`src/hdl/hgc_pkg.sv`:
```
// Package for the two-set Hangul composer: jamo key tables, combining rules,
// syllable composition and the request/result codes.
// No dependencies; the composer top level refers to it by scoped names.
`default_nettype none

package hgc_pkg;

	typedef logic [4:0]  idx_t;
	typedef logic [1:0]  kind_t;
	typedef logic [1:0]  req_t;
	typedef logic [15:0] code_t;

	typedef struct packed {
		kind_t kind;
		code_t code;
	} res_t;

	// request codes
	localparam req_t REQ_KEY   = 2'd0;
	localparam req_t REQ_BKSP  = 2'd1;
	localparam req_t REQ_FLUSH = 2'd2;

	// result kinds
	localparam kind_t KIND_COMMIT  = 2'd0;
	localparam kind_t KIND_ERASE   = 2'd1;
	localparam kind_t KIND_PREEDIT = 2'd2;

	localparam idx_t NONE = 5'd31;

	localparam idx_t CHO_COUNT  = 5'd19;
	localparam idx_t JUNG_COUNT = 5'd21;
	localparam idx_t JONG_COUNT = 5'd28;

	localparam code_t SYL_BASE    = 16'hAC00;
	localparam code_t CHO_STRIDE  = 16'd588;
	localparam code_t JUNG_STRIDE = 16'd28;
	localparam code_t VOWEL_BASE  = 16'h314F;

	typedef idx_t  tab_t  [32];
	typedef code_t ctab_t [32];

	// letter tables, indexed by letter position (a/A = 0), padded to 32
	localparam tab_t CHO_LO = '{
		5'd6, NONE, 5'd14, 5'd11, 5'd3, 5'd5, 5'd18, NONE,
		NONE, NONE, NONE, NONE, NONE, NONE, NONE, NONE,
		5'd7, 5'd0, 5'd2, 5'd9, NONE, 5'd17, 5'd12, 5'd16,
		NONE, 5'd15, NONE, NONE, NONE, NONE, NONE, NONE};
	localparam tab_t CHO_UP = '{
		NONE, NONE, NONE, NONE, 5'd4, NONE, NONE, NONE,
		NONE, NONE, NONE, NONE, NONE, NONE, NONE, NONE,
		5'd8, 5'd1, NONE, 5'd10, NONE, NONE, 5'd13, NONE,
		NONE, NONE, NONE, NONE, NONE, NONE, NONE, NONE};
	localparam tab_t JUNG_LO = '{
		NONE, 5'd17, NONE, NONE, NONE, NONE, NONE, 5'd8,
		5'd2, 5'd4, 5'd0, 5'd20, 5'd18, 5'd13, 5'd1, 5'd5,
		NONE, NONE, NONE, NONE, 5'd6, NONE, NONE, NONE,
		5'd12, NONE, NONE, NONE, NONE, NONE, NONE, NONE};
	localparam tab_t JUNG_UP = '{
		NONE, NONE, NONE, NONE, NONE, NONE, NONE, NONE,
		NONE, NONE, NONE, NONE, NONE, NONE, 5'd3, 5'd7,
		NONE, NONE, NONE, NONE, NONE, NONE, NONE, NONE,
		NONE, NONE, NONE, NONE, NONE, NONE, NONE, NONE};
	localparam tab_t JONG_LO = '{
		5'd16, NONE, 5'd23, 5'd21, 5'd7, 5'd8, 5'd27, NONE,
		NONE, NONE, NONE, NONE, NONE, NONE, NONE, NONE,
		5'd17, 5'd1, 5'd4, 5'd19, NONE, 5'd26, 5'd22, 5'd25,
		NONE, 5'd24, NONE, NONE, NONE, NONE, NONE, NONE};
	localparam tab_t JONG_UP = '{
		NONE, NONE, NONE, NONE, NONE, NONE, NONE, NONE,
		NONE, NONE, NONE, NONE, NONE, NONE, NONE, NONE,
		NONE, 5'd2, NONE, 5'd20, NONE, NONE, NONE, NONE,
		NONE, NONE, NONE, NONE, NONE, NONE, NONE, NONE};

	// compatibility jamo for a lone initial
	localparam ctab_t CHO_COMPAT = '{
		16'h3131, 16'h3132, 16'h3134, 16'h3137, 16'h3138, 16'h3139, 16'h3141, 16'h3142,
		16'h3143, 16'h3145, 16'h3146, 16'h3147, 16'h3148, 16'h3149, 16'h314A, 16'h314B,
		16'h314C, 16'h314D, 16'h314E, 16'h0000, 16'h0000, 16'h0000, 16'h0000, 16'h0000,
		16'h0000, 16'h0000, 16'h0000, 16'h0000, 16'h0000, 16'h0000, 16'h0000, 16'h0000};

	// final consonant -> same consonant as an initial
	localparam tab_t FIN_TO_INI = '{
		NONE, 5'd0, 5'd1, NONE, 5'd2, NONE, NONE, 5'd3,
		5'd5, NONE, NONE, NONE, NONE, NONE, NONE, NONE,
		5'd6, 5'd7, NONE, 5'd9, 5'd10, 5'd11, 5'd12, 5'd14,
		5'd15, 5'd16, 5'd17, 5'd18, NONE, NONE, NONE, NONE};

	// compound final -> part that stays and part that moves (zero: not compound)
	localparam tab_t SPLIT_KEEP = '{
		5'd0, 5'd0, 5'd0, 5'd1, 5'd0, 5'd4, 5'd4, 5'd0,
		5'd0, 5'd8, 5'd8, 5'd8, 5'd8, 5'd8, 5'd8, 5'd8,
		5'd0, 5'd0, 5'd17, 5'd0, 5'd0, 5'd0, 5'd0, 5'd0,
		5'd0, 5'd0, 5'd0, 5'd0, 5'd0, 5'd0, 5'd0, 5'd0};
	localparam tab_t SPLIT_MOVE = '{
		5'd0, 5'd0, 5'd0, 5'd19, 5'd0, 5'd22, 5'd27, 5'd0,
		5'd0, 5'd1, 5'd16, 5'd17, 5'd19, 5'd25, 5'd26, 5'd27,
		5'd0, 5'd0, 5'd19, 5'd0, 5'd0, 5'd0, 5'd0, 5'd0,
		5'd0, 5'd0, 5'd0, 5'd0, 5'd0, 5'd0, 5'd0, 5'd0};

	function automatic idx_t combine_medial(idx_t a, idx_t b);
		idx_t r;
		r = NONE;
		if (a == 5'd8) begin
			if (b == 5'd0) r = 5'd9;
			else if (b == 5'd1) r = 5'd10;
			else if (b == 5'd20) r = 5'd11;
		end else if (a == 5'd13) begin
			if (b == 5'd4) r = 5'd14;
			else if (b == 5'd5) r = 5'd15;
			else if (b == 5'd20) r = 5'd16;
		end else if (a == 5'd18 && b == 5'd20) begin
			r = 5'd19;
		end
		return r;
	endfunction

	function automatic idx_t combine_final(idx_t a, idx_t b);
		idx_t r;
		r = NONE;
		if (a == 5'd1 && b == 5'd19) begin
			r = 5'd3;
		end else if (a == 5'd4) begin
			if (b == 5'd22) r = 5'd5;
			else if (b == 5'd27) r = 5'd6;
		end else if (a == 5'd8) begin
			case (b)
				5'd1:    r = 5'd9;
				5'd16:   r = 5'd10;
				5'd17:   r = 5'd11;
				5'd19:   r = 5'd12;
				5'd25:   r = 5'd13;
				5'd26:   r = 5'd14;
				5'd27:   r = 5'd15;
				default: r = NONE;
			endcase
		end else if (a == 5'd17 && b == 5'd19) begin
			r = 5'd18;
		end
		return r;
	endfunction

	// character shown for a composition; zero when empty
	function automatic code_t compose(idx_t ini, idx_t med, idx_t fin);
		logic  hc;
		logic  hm;
		code_t fv;
		code_t r;
		hc = ini < CHO_COUNT;
		hm = med < JUNG_COUNT;
		fv = (fin < JONG_COUNT) ? 16'(fin) : 16'd0;
		if (hc && !hm)
			r = CHO_COMPAT[ini];
		else if (hc && hm)
			r = SYL_BASE + 16'(ini) * CHO_STRIDE + 16'(med) * JUNG_STRIDE + fv;
		else if (hm)
			r = VOWEL_BASE + 16'(med);
		else
			r = 16'd0;
		return r;
	endfunction

endpackage

`default_nettype wire

```
`src/hdl/hangul_two_set_composer.sv`:
```
// Two-set Hangul keyboard composer: top level with input register, composition
// automaton and a three-deep result queue. Depends on hgc_pkg (scoped names).
`default_nettype none

//  channel | handshake             | payload                      | beat
//  --------+-----------------------+------------------------------+------------------------
//  request | key_valid / key_stall | req_type, key_code           | one keystroke/bksp/flush
//  result  | res_valid / res_stall | out_kind, char_code, last    | one output character
//
//  A request is registered, then processed once the queue is free: the automaton updates
//  the syllable state and loads one to three results into the result queue.
//  Results leave one per cycle while res_stall is low, one beat per result of
//  the request; its first result passes the input register, then the queue.
//  Reset empties both stages and sets the composition to empty (all indices none).
//  A stall on the result port holds the queue; the request register then holds
//  and key_stall rises until the queue's final beat is taken.

module hangul_two_set_composer (
	input  wire logic               clk,
	input  wire logic               arst_n,
	// request channel
	input  wire logic               key_valid,
	output logic                    key_stall,
	input  wire hgc_pkg::req_t      req_type,
	input  wire logic [7:0]         key_code,
	// result channel
	output logic                    res_valid,
	input  wire logic               res_stall,
	output hgc_pkg::kind_t          out_kind,
	output hgc_pkg::code_t          char_code,
	output logic                    last
);

	// ---------------------------------------------------------------
	// Input register
	// ---------------------------------------------------------------
	logic           valid_s1;
	hgc_pkg::req_t  req_s1;
	logic [7:0]     key_s1;

	// composition state
	hgc_pkg::idx_t  ini_q, med_q, fin_q;

	// result queue: entry 0 is on the port, res_left_q counts pending beats
	hgc_pkg::res_t  res_s2 [3];
	logic [1:0]     res_left_q;

	logic           key_take;
	logic           res_take;
	logic           queue_free;
	logic           advance;

	assign res_take   = res_valid && !res_stall;
	// queue can take a new list when empty or its final beat leaves now
	assign queue_free = (res_left_q == 2'd0) || (res_left_q == 2'd1 && !res_stall);
	assign advance    = valid_s1 && queue_free;
	assign key_stall  = valid_s1 && !advance;
	assign key_take   = key_valid && !key_stall;

	always_ff @(posedge clk or negedge arst_n) begin
		if (!arst_n) begin
			valid_s1 <= 1'b0;
		end else if (key_take) begin
			valid_s1 <= 1'b1;
		end else if (advance) begin
			valid_s1 <= 1'b0;
		end
	end

	always_ff @(posedge clk) begin
		if (key_take) begin
			req_s1 <= req_type;
			key_s1 <= key_code;
		end
	end

	// ---------------------------------------------------------------
	// Key lookup: letter position is the low five bits minus one for
	// both cases. A shifted letter with no mapping of its own falls
	// back to the lower-case tables.
	// ---------------------------------------------------------------
	logic           is_lower, is_upper, up_none, use_lo;
	logic [4:0]     letter;
	hgc_pkg::idx_t  ic, im, ifn;

	always_comb begin
		is_lower = (key_s1 >= 8'h61) && (key_s1 <= 8'h7A);
		is_upper = (key_s1 >= 8'h41) && (key_s1 <= 8'h5A);
		letter   = key_s1[4:0] - 5'd1;
		up_none  = (hgc_pkg::CHO_UP[letter] == hgc_pkg::NONE) &&
		           (hgc_pkg::JUNG_UP[letter] == hgc_pkg::NONE) &&
		           (hgc_pkg::JONG_UP[letter] == hgc_pkg::NONE);
		use_lo   = is_lower || (is_upper && up_none);
		if (use_lo) begin
			ic  = hgc_pkg::CHO_LO[letter];
			im  = hgc_pkg::JUNG_LO[letter];
			ifn = hgc_pkg::JONG_LO[letter];
		end else if (is_upper) begin
			ic  = hgc_pkg::CHO_UP[letter];
			im  = hgc_pkg::JUNG_UP[letter];
			ifn = hgc_pkg::JONG_UP[letter];
		end else begin
			ic  = hgc_pkg::NONE;
			im  = hgc_pkg::NONE;
			ifn = hgc_pkg::NONE;
		end
	end

	// ---------------------------------------------------------------
	// Automaton. At most one composed commit per request; c_* is the state the
	// commit composes from (a compound final may be trimmed first).
	// ---------------------------------------------------------------
	logic           hc, hm, hf;
	logic           do_commit, raw_key, erase;
	hgc_pkg::idx_t  c_ini, c_med, c_fin;
	hgc_pkg::idx_t  n_ini, n_med, n_fin;
	hgc_pkg::idx_t  comb_m, comb_f, keep, move;

	always_comb begin
		hc = ini_q < hgc_pkg::CHO_COUNT;
		hm = med_q < hgc_pkg::JUNG_COUNT;
		hf = fin_q < hgc_pkg::JONG_COUNT;

		comb_m = hgc_pkg::combine_medial(med_q, im);
		comb_f = hgc_pkg::combine_final(fin_q, ifn);
		// a plain final moves whole
		if (hgc_pkg::SPLIT_MOVE[fin_q] == 5'd0) begin
			move = fin_q;
			keep = 5'd0;
		end else begin
			move = hgc_pkg::SPLIT_MOVE[fin_q];
			keep = hgc_pkg::SPLIT_KEEP[fin_q];
		end

		do_commit = 1'b0;
		raw_key   = 1'b0;
		erase     = 1'b0;
		c_ini     = ini_q;
		c_med     = med_q;
		c_fin     = fin_q;
		n_ini     = ini_q;
		n_med     = med_q;
		n_fin     = fin_q;

		unique case (req_s1)
			hgc_pkg::REQ_KEY: begin
				if (ic == hgc_pkg::NONE && im == hgc_pkg::NONE) begin
					// unmapped: commit, then pass the raw key through
					do_commit = 1'b1;
					raw_key   = 1'b1;
					n_ini     = hgc_pkg::NONE;
					n_med     = hgc_pkg::NONE;
					n_fin     = hgc_pkg::NONE;
				end else if (!hc) begin
					// empty, or a lone vowel that gets committed first
					do_commit = hm;
					n_fin     = hgc_pkg::NONE;
					if (ic != hgc_pkg::NONE) begin
						n_ini = ic;
						n_med = hgc_pkg::NONE;
					end else begin
						n_ini = hgc_pkg::NONE;
						n_med = im;
					end
				end else if (!hm) begin
					if (im != hgc_pkg::NONE) begin
						n_med = im;
					end else begin
						do_commit = 1'b1;
						n_ini     = ic;
						n_med     = hgc_pkg::NONE;
						n_fin     = hgc_pkg::NONE;
					end
				end else if (!hf) begin
					if (ifn != hgc_pkg::NONE) begin
						n_fin = ifn;
					end else if (im != hgc_pkg::NONE) begin
						if (comb_m != hgc_pkg::NONE) begin
							n_med = comb_m;
						end else begin
							do_commit = 1'b1;
							n_ini     = hgc_pkg::NONE;
							n_med     = im;
							n_fin     = hgc_pkg::NONE;
						end
					end else begin
						do_commit = 1'b1;
						n_ini     = ic;
						n_med     = hgc_pkg::NONE;
						n_fin     = hgc_pkg::NONE;
					end
				end else begin
					if (im != hgc_pkg::NONE) begin
						// vowel after a final: move (part of) the final over
						do_commit = 1'b1;
						c_fin     = (keep != 5'd0) ? keep : hgc_pkg::NONE;
						n_ini     = hgc_pkg::FIN_TO_INI[move];
						n_med     = im;
						n_fin     = hgc_pkg::NONE;
					end else if (ifn != hgc_pkg::NONE && comb_f != hgc_pkg::NONE) begin
						n_fin = comb_f;
					end else begin
						do_commit = 1'b1;
						n_ini     = ic;
						n_med     = hgc_pkg::NONE;
						n_fin     = hgc_pkg::NONE;
					end
				end
			end
			hgc_pkg::REQ_BKSP: begin
				if (hf) begin
					n_fin = hgc_pkg::NONE;
				end else if (hm) begin
					n_med = hgc_pkg::NONE;
				end else if (hc) begin
					n_ini = hgc_pkg::NONE;
				end else begin
					erase = 1'b1;
					n_ini = hgc_pkg::NONE;
					n_med = hgc_pkg::NONE;
					n_fin = hgc_pkg::NONE;
				end
			end
			hgc_pkg::REQ_FLUSH: begin
				do_commit = 1'b1;
				n_ini     = hgc_pkg::NONE;
				n_med     = hgc_pkg::NONE;
				n_fin     = hgc_pkg::NONE;
			end
			default: begin
				// unused request code: report preedit only
			end
		endcase
	end

	// ---------------------------------------------------------------
	// Result list: commit, raw key, erase, then the preedit report
	// ---------------------------------------------------------------
	hgc_pkg::code_t commit_code;
	hgc_pkg::res_t  slot [3];
	logic [1:0]     n_res;

	always_comb begin
		commit_code = do_commit ? hgc_pkg::compose(c_ini, c_med, c_fin) : 16'd0;
		for (int i = 0; i < 3; i++) begin
			slot[i] = '{kind: hgc_pkg::KIND_PREEDIT, code: 16'd0};
		end
		n_res = 2'd0;
		if (commit_code != 16'd0) begin
			slot[n_res] = '{kind: hgc_pkg::KIND_COMMIT, code: commit_code};
			n_res       = n_res + 2'd1;
		end
		if (raw_key) begin
			slot[n_res] = '{kind: hgc_pkg::KIND_COMMIT, code: {8'd0, key_s1}};
			n_res       = n_res + 2'd1;
		end
		if (erase) begin
			slot[n_res] = '{kind: hgc_pkg::KIND_ERASE, code: 16'd0};
			n_res       = n_res + 2'd1;
		end
		slot[n_res] = '{kind: hgc_pkg::KIND_PREEDIT,
		                code: hgc_pkg::compose(n_ini, n_med, n_fin)};
	end

	// advance the composition state with each processed request
	always_ff @(posedge clk or negedge arst_n) begin
		if (!arst_n) begin
			ini_q <= hgc_pkg::NONE;
			med_q <= hgc_pkg::NONE;
			fin_q <= hgc_pkg::NONE;
		end else if (advance) begin
			ini_q <= n_ini;
			med_q <= n_med;
			fin_q <= n_fin;
		end
	end

	// queue count: load a new list, or drop one beat per take
	always_ff @(posedge clk or negedge arst_n) begin
		if (!arst_n) begin
			res_left_q <= 2'd0;
		end else if (advance) begin
			res_left_q <= n_res + 2'd1;
		end else if (res_take) begin
			res_left_q <= res_left_q - 2'd1;
		end
	end

	always_ff @(posedge clk) begin
		if (advance) begin
			res_s2 <= slot;
		end else if (res_take) begin
			res_s2[0] <= res_s2[1];
			res_s2[1] <= res_s2[2];
		end
	end

	assign res_valid = (res_left_q != 2'd0);
	assign out_kind  = res_s2[0].kind;
	assign char_code = res_s2[0].code;
	assign last      = (res_left_q == 2'd1);

endmodule

`default_nettype wire
```
`config.mk`:
```
export PLATFORM = sky130hd
export DESIGN_NAME = hangul_two_set_composer
export DESIGN_NICKNAME = d
export VERILOG_FILES = /design/src/hdl/hgc_pkg.sv /design/src/hdl/hangul_two_set_composer.sv
export SDC_FILE = /design/constraint.sdc
export NUM_CORES = 1
export LEC_CHECK = 0
export BUFFER_PORTS_ARGS = -buffer_cell sky130_fd_sc_hd__buf_2
export CAP_MARGIN = 20
export CORE_MARGIN = 1.5
export CORE_UTILIZATION = 40
export DETAILED_ROUTE_END_ITERATION = 10
export GPL_TIMING_DRIVEN = 0
export RECOVER_POWER = 25
export SLEW_MARGIN = 20
export SYNTH_ARGS = -nofsm -noshare
export SYNTH_HDL_FRONTEND = slang
export SYNTH_SLANG_ARGS = --single-unit
```
`constraint.sdc`:
```
create_clock -name clk -period 21.8 [get_ports clk]
set_input_delay 1.09 -clock clk [delete_from_list [all_inputs] [get_ports clk]]
set_output_delay 1.09 -clock clk [all_outputs]
set_load 0.01 [all_outputs]
```
==> results.ini, run 1 <==
[floorplan]
dieArea_um2=31300
floorplan.core_area_um2=29700
vert_die_dim_um=177
placement_rows=63
initial_core_util=0.407
die_x_um=177
io-pin-count=35

[setup_path]
regToRegStartpoint=key_s1[0]
crit_path_max_fanout=10
crit_path_top_delay_cell=fa_1
r2r_slack_ps=9930
critPathLaunchType=flop
crit_path_end_kind=flop
path_common_cell=inv_1
worst_path_dominant_cell_family=buffers and inverters
worst-endpoint-arrival_ps=11980
worst_path_largest_cell_delay_ps=670
r2r_worst_path_depth=45
worstSetupPathType=flop to flop
r2r-end=char_code[6]
critical_path_buf_inv_count=14
required_time_at_the_endpoint_of_the_critical_path_ps=21910

[hold_path]
timing.hold.worst_path_depth=2
worst_hold_path_type=flop to flop
hold_end=res_s2[35]
worst_hold_startpoint=res_s2[17]

[final_layout]
multi_input_gate_area_in_the_final_layout_um2=8890
layout.nets=1731
post_route_cells_drive_above_1_share=0.0969
area.growth.synth_to_final_pct=8.45
area.sequential_um2=2390
layout.cells.most_common_list=ha_1, nand2_1, nor2_1
fillerInstances=3009
final_common_cell=ha_1
num_antenna_cells=0

[synth]
synth_seq_area_share=0.198
async_reset_ff_frac=0.220
postSynthNetCount=1683
synth.ff_latch_count=82
netlist_area_um2=12100
synth.distinct_cells=105
synth-edff-count=64
synthFlopType=edfxtp_1
yosysWarningCount=0
synth.avg_cell_area_um2=8.09
synthesis.instances=1495

[route]
drtPass1Iterations=6
vias_per_cell=6.22
initialDrtViolationCount=1146
dr_total_vias=12063
detail_route.drc_violations=0
detail_route.wl_per_cell_um=21.0
final_antenna_net_count=0
detailed_route_wire_length_um=40700

[clocking]
cts_tree=built
cts_root_buf=clkbuf_16
cts.hold.buffers_added=0
clk_pin_slew_ps=70
post_cts_buffers=0
post_cts_resized=0
numCtsBuffers=9
clock_sink_count=82
clk_path_buf_depth=2
cts_htree_levels=3
clock_latency_ps=380

[timing]
finalSetupViolations=0
fin_crit_sh=0.545
hold_violations=0
post-route-min-period_ps=11870
setup_repair_after_global_routing_missed_its_margin=no
slew-limit-headroom=0.0898
worstMarginPinSlew_ps=1350
max_slew_violation_count=0
fin_worst_hold_slack_ps=538
clock.fmax_mhz=84.2
timing.setup.tns_ps=0
finClkSkew_ps=21.6

[placement]
dpl.hpwl_um=31800
placement.io_buffers=34
gpl.final_weighted_congestion=0.979

[global_route]
globalRouteTotalUtil=0.263
global_route.overflow_total=0
grt_first_pass_wirelength_um=63500
grt_start_max_net_pins=19
first_global_vias=11149
grt_antenna_before_repair=0

[status]
outcome=finished, final reports clean

[run]
max_cap_viol_count=0

per-layer routing:
layer	vias up	routed length (µm)	GRT usage
met3	65	3560	0.0466
met1	5815	18300	0.373
met2	552	18000	0.408
met5	-	0	0
li1	5631	-	-
met4	0	850	0.0706
cells by family after synthesis:
kind of cell	count (synthesis)	synth area share
AO/OA/AOI/OAI	504	0.292
XOR/XNOR	50	0.0368
adder cells (fa/ha/maj)	174	0.192
buffers and inverters	192	0.0677
flip-flops	82	0.198
multiplexers	19	0.0166
AND/OR/NAND/NOR	474	0.198
area by class of cell:
type | instances | share of cell area
buffer | 85 | 0.0319
clock buffer | 9 | 0.0172
inverter | 107 | 0.0306
clock inverter | 7 | 0.00620
timing repair buffer | 37 | 0.0173
tap | 390 | 0.0372
sequential | 82 | 0.182
multi-input combinational | 1221 | 0.677
worst max path at each step:
stage / slack [ps] / cells past startpoint / startpoint / endpoint
after CTS: 10170 / 45 / key_s1[0] / char_code[6]
after global routing: 9230 / 45 / key_s1[0] / char_code[6]
after global placement: 10270 / 45 / key_s1[0] / char_code[6]
final: 9930 / 45 / key_s1[0] / char_code[6]
after detailed placement: 10270 / 45 / key_s1[0] / char_code[6]
after floorplan: 12500 / 43 / key_s1[0] / char_code[4]
cell usage after synthesis, drive strengths merged, types with 14 or more instances:
cell,count,area (µm²)
a211oi,18,140
a21o,34,255
a21oi,107,543
a31oi,26,175
and2,21,131
and3,16,100
buf,39,245
clkbuf,46,173
dfstp,15,394
edfxtp,64,1920
fa,19,380
ha,155,1940
inv,106,398
nand2,115,432
nand2b,23,144
nand3,43,215
nor2,113,434
nor2b,19,119
nor3,39,205
nor4,18,119
o21a,14,120
o21ai,109,549
o21bai,15,116
o31ai,14,134
or2,15,93.8
xnor2,36,323
xor2,14,123
flip-flops by register name (all words and copies together) (netlist names):
register,flops
out_kind,2
valid_s1,1
c_med,5
key_s1,8
res_s2,36
req_s1,2
char_code,16
c_ini,5
fin_q,5
res_left_q,2
metrics by stage:
stage	instance area, µm²	setup WS, ps	util	cells
2_1_floorplan	12100	12500	-	1495
3_3_place_gp	12800	10270	0.429	1919
3_5_place_dp	12900	10270	0.433	1922
4_1_cts	13200	10170	0.443	1938
5_1_grt	13100	9230	0.442	1938
6_report	13100	9930	0.442	1938
worst min-delay path, stage by stage (launching register included):
cell and delay [ps]:
edfxtp_1 330, nand2_1 50, nand2_1 60
Power of run 1 is left out: the tool's default activity adds up to more than one toggle a clock period on the data nets, which glitch-free logic cannot reach.
==> run 2: changes to the inputs <==
==> constraint.sdc (replaced) <==
create_clock -name clk -period 11 [get_ports clk]
set_input_delay 0.55 -clock clk [delete_from_list [all_inputs] [get_ports clk]]
set_output_delay 0.55 -clock clk [all_outputs]
set_load 0.01 [all_outputs]
==> run 2 against run 1 <==
The flow now finishes with violations (capacitance limit, slew limit). First-iteration DRC count is 13% higher. Die area stayed put. Register-to-register slack worse by 9400 ps. Routed wire length is 0.11% higher. Maximum frequency is 14% higher. Sequential share of layout area is 0.12 points lower. Largest cell class unchanged.
==> results.ini, run 2 (synthesized netlist as in run 1, its figures left out) <==
[status]
outcome=finished with violations  ; was finished, final reports clean
violated_checks=capacitance limit, slew limit

[setup_path]
timing.critical_path.to=char_code[2]  ; was char_code[6]
worstSetupPathType=flop to flop  ; unchanged
worst-endpoint-arrival_ps=10540  ; was 11980 ps
regToRegStartpoint=key_s1[0]  ; unchanged
critPathLaunch=key_s1[0]  ; unchanged
path_common_cell=inv_1  ; unchanged
required_time_at_the_endpoint_of_the_critical_path_ps=11090  ; was 21910 ps
crit_path_end_kind=flop  ; unchanged
r2r_slack_ps=550  ; was 9930 ps
r2r-end=char_code[2]  ; was char_code[6]
worst_path_largest_cell_delay_ps=640  ; was 670 ps
r2r_worst_path_depth=42  ; was 45
crit_path_max_fanout=10  ; unchanged
critPathLaunchType=flop  ; unchanged
crit_path_top_delay_cell=fa_1  ; unchanged

[placement]
gpl.final_weighted_congestion=0.979  ; unchanged
place_worst_setup_slack_ps=-535  ; was 10270 ps
dpl.hpwl_um=31800  ; unchanged
placement.io_buffers=34  ; unchanged
placed_area_um2=12900  ; unchanged

[floorplan]
die_x_um=177  ; unchanged
floorplan.core_area_um2=29700  ; unchanged
io-pin-count=35  ; unchanged
placement_rows=63  ; unchanged
initial_core_util=0.407  ; unchanged
vert_die_dim_um=177  ; unchanged
dieArea_um2=31300  ; unchanged

[hold_path]
worst_hold_startpoint=key_code[5]  ; was res_s2[17]
worst_hold_path_type=input port to flop  ; was flop to flop

[clocking]
clk_path_buf_depth=2  ; unchanged
clk_pin_slew_ps=100  ; was 70 ps
cts_htree_levels=3  ; unchanged
clock_latency_ps=380  ; about the same
numCtsBuffers=9  ; unchanged
cts_root_buf=clkbuf_16  ; unchanged
cts_tree=built  ; unchanged
clock_sink_count=82  ; unchanged

[timing]
clock.fmax_mhz=95.7  ; was 84.2 MHz
fin_worst_hold_slack_ps=339  ; was 538 ps
max_slew_violation_count=11  ; was 0
worstMarginPinSlew_ps=1690  ; was 1350 ps
post-route-min-period_ps=10450  ; was 11870 ps
timing.final.ws_setup_ps=547  ; was 9930 ps
fin_crit_sh=0.950  ; was 0.545
slew-limit-headroom=-0.139  ; was 0.0898
finalSetupViolations=0  ; unchanged
finClkSkew_ps=24.4  ; was 21.6 ps
hold_violations=0  ; unchanged

[final_layout]
num_antenna_cells=0  ; unchanged
layout.nets=1732  ; was 1731
fillerInstances=3007  ; was 3009
final_core_utilization=0.445  ; was 0.442
finish.instance_area_um2=13200  ; was 13100 µm²
multi_input_gate_area_in_the_final_layout_um2=8950  ; was 8890 µm²
layout.cells.most_common_list=ha_1, nand2_1, nor2_1  ; unchanged
area.sequential_um2=2390  ; unchanged
area.growth.synth_to_final_pct=9.18  ; was 8.45%
largest_reg_flops=36  ; unchanged
registers.top_by_ff_count=res_s2  ; unchanged
final_common_cell=ha_1  ; unchanged
post_route_cells_drive_above_1_share=0.103  ; was 0.0969

[route]
drtPass1Iterations=6  ; unchanged
initialDrtViolationCount=1299  ; was 1146
detail_route.drc_violations=0  ; unchanged
dr_total_vias=12125  ; was 12063
vias_per_cell=6.25  ; was 6.22
detailed_route_wire_length_um=40800  ; was 40700 µm
detail_route.wl_per_cell_um=21.0  ; about the same
final_antenna_net_count=0  ; unchanged

[global_route]
first_global_vias=11143  ; was 11149
grt_first_pass_wirelength_um=63500  ; about the same
grt_start_max_net_pins=19  ; unchanged
globalRouteTotalUtil=0.263  ; about the same
grt_antenna_before_repair=0  ; unchanged
global_route.overflow_total=0  ; unchanged

[run]
max_cap_viol_count=1  ; was 0

-- run 2: cell types whose count changed in the layout (fill, tap and decap cells not counted), sizes merged --
cell    previous run  this run
buf               73        66
clkbuf            58        66
-- run 2: how the worst min path moves through the flow --
| stage | endpoint | slack (ps) | cells past startpoint |
|---|---|---|---|
| final | key_s1[5] | 340 | 1 |
| after global routing | key_s1[5] | 330 | 1 |
| after CTS | res_left_q[0] | 150 | 1 |
| after detailed placement | char_code[15] | 530 | 2 |
| after global placement | res_s2[35] | 510 | 2 |
| after floorplan | res_left_q[0] | 250 | 0 |
-- run 2: layout make-up --
type | instances | area share
flip-flops and latches | 82 | 0.181
plain buffers | 84 | 0.0318
well taps | 390 | 0.0369
inverters | 107 | 0.0304
clock inverters | 7 | 0.00616
multi-input cells | 1221 | 0.678
clock buffers | 9 | 0.0170
repair buffers | 39 | 0.0191
-- run 2: per-layer routing --
metal  global-route usage  vias up  share of wire
met4               0.0706        0          0.022
met3               0.0466       65          0.085
li1                     -     5635              -
met5                    0        -              0
met2                0.407      558           0.44
met1                0.373     5867           0.45
-- run 2: through the flow --
step / instances / TNS [ps]
floorplan: 1495 / 0
global placement: 1919 / -8470
detailed placement: 1922 / -8540
CTS: 1937 / 0
global route: 1939 / -35.4
finish: 1939 / 0
-- run 2: worst max-delay path, delay by kind of cell (launching register included) --
family	cells	cell delay (ps)
AO/OA/AOI/OAI	17	3900
XOR/XNOR	1	110
adder cells (fa/ha/maj)	7	2630
buffers and inverters	12	2280
flip-flops	1	380
AND/OR/NAND/NOR	5	870
-- run 2: what timing repair did --
action	4_1_cts	5_1_grt
hold buffers	0	0
setup buffers	0	2
gates resized for setup	5	15
endpoints found under the setup margin	28	52
pin swaps	0	1
Power of run 2 is left out for the same reason.
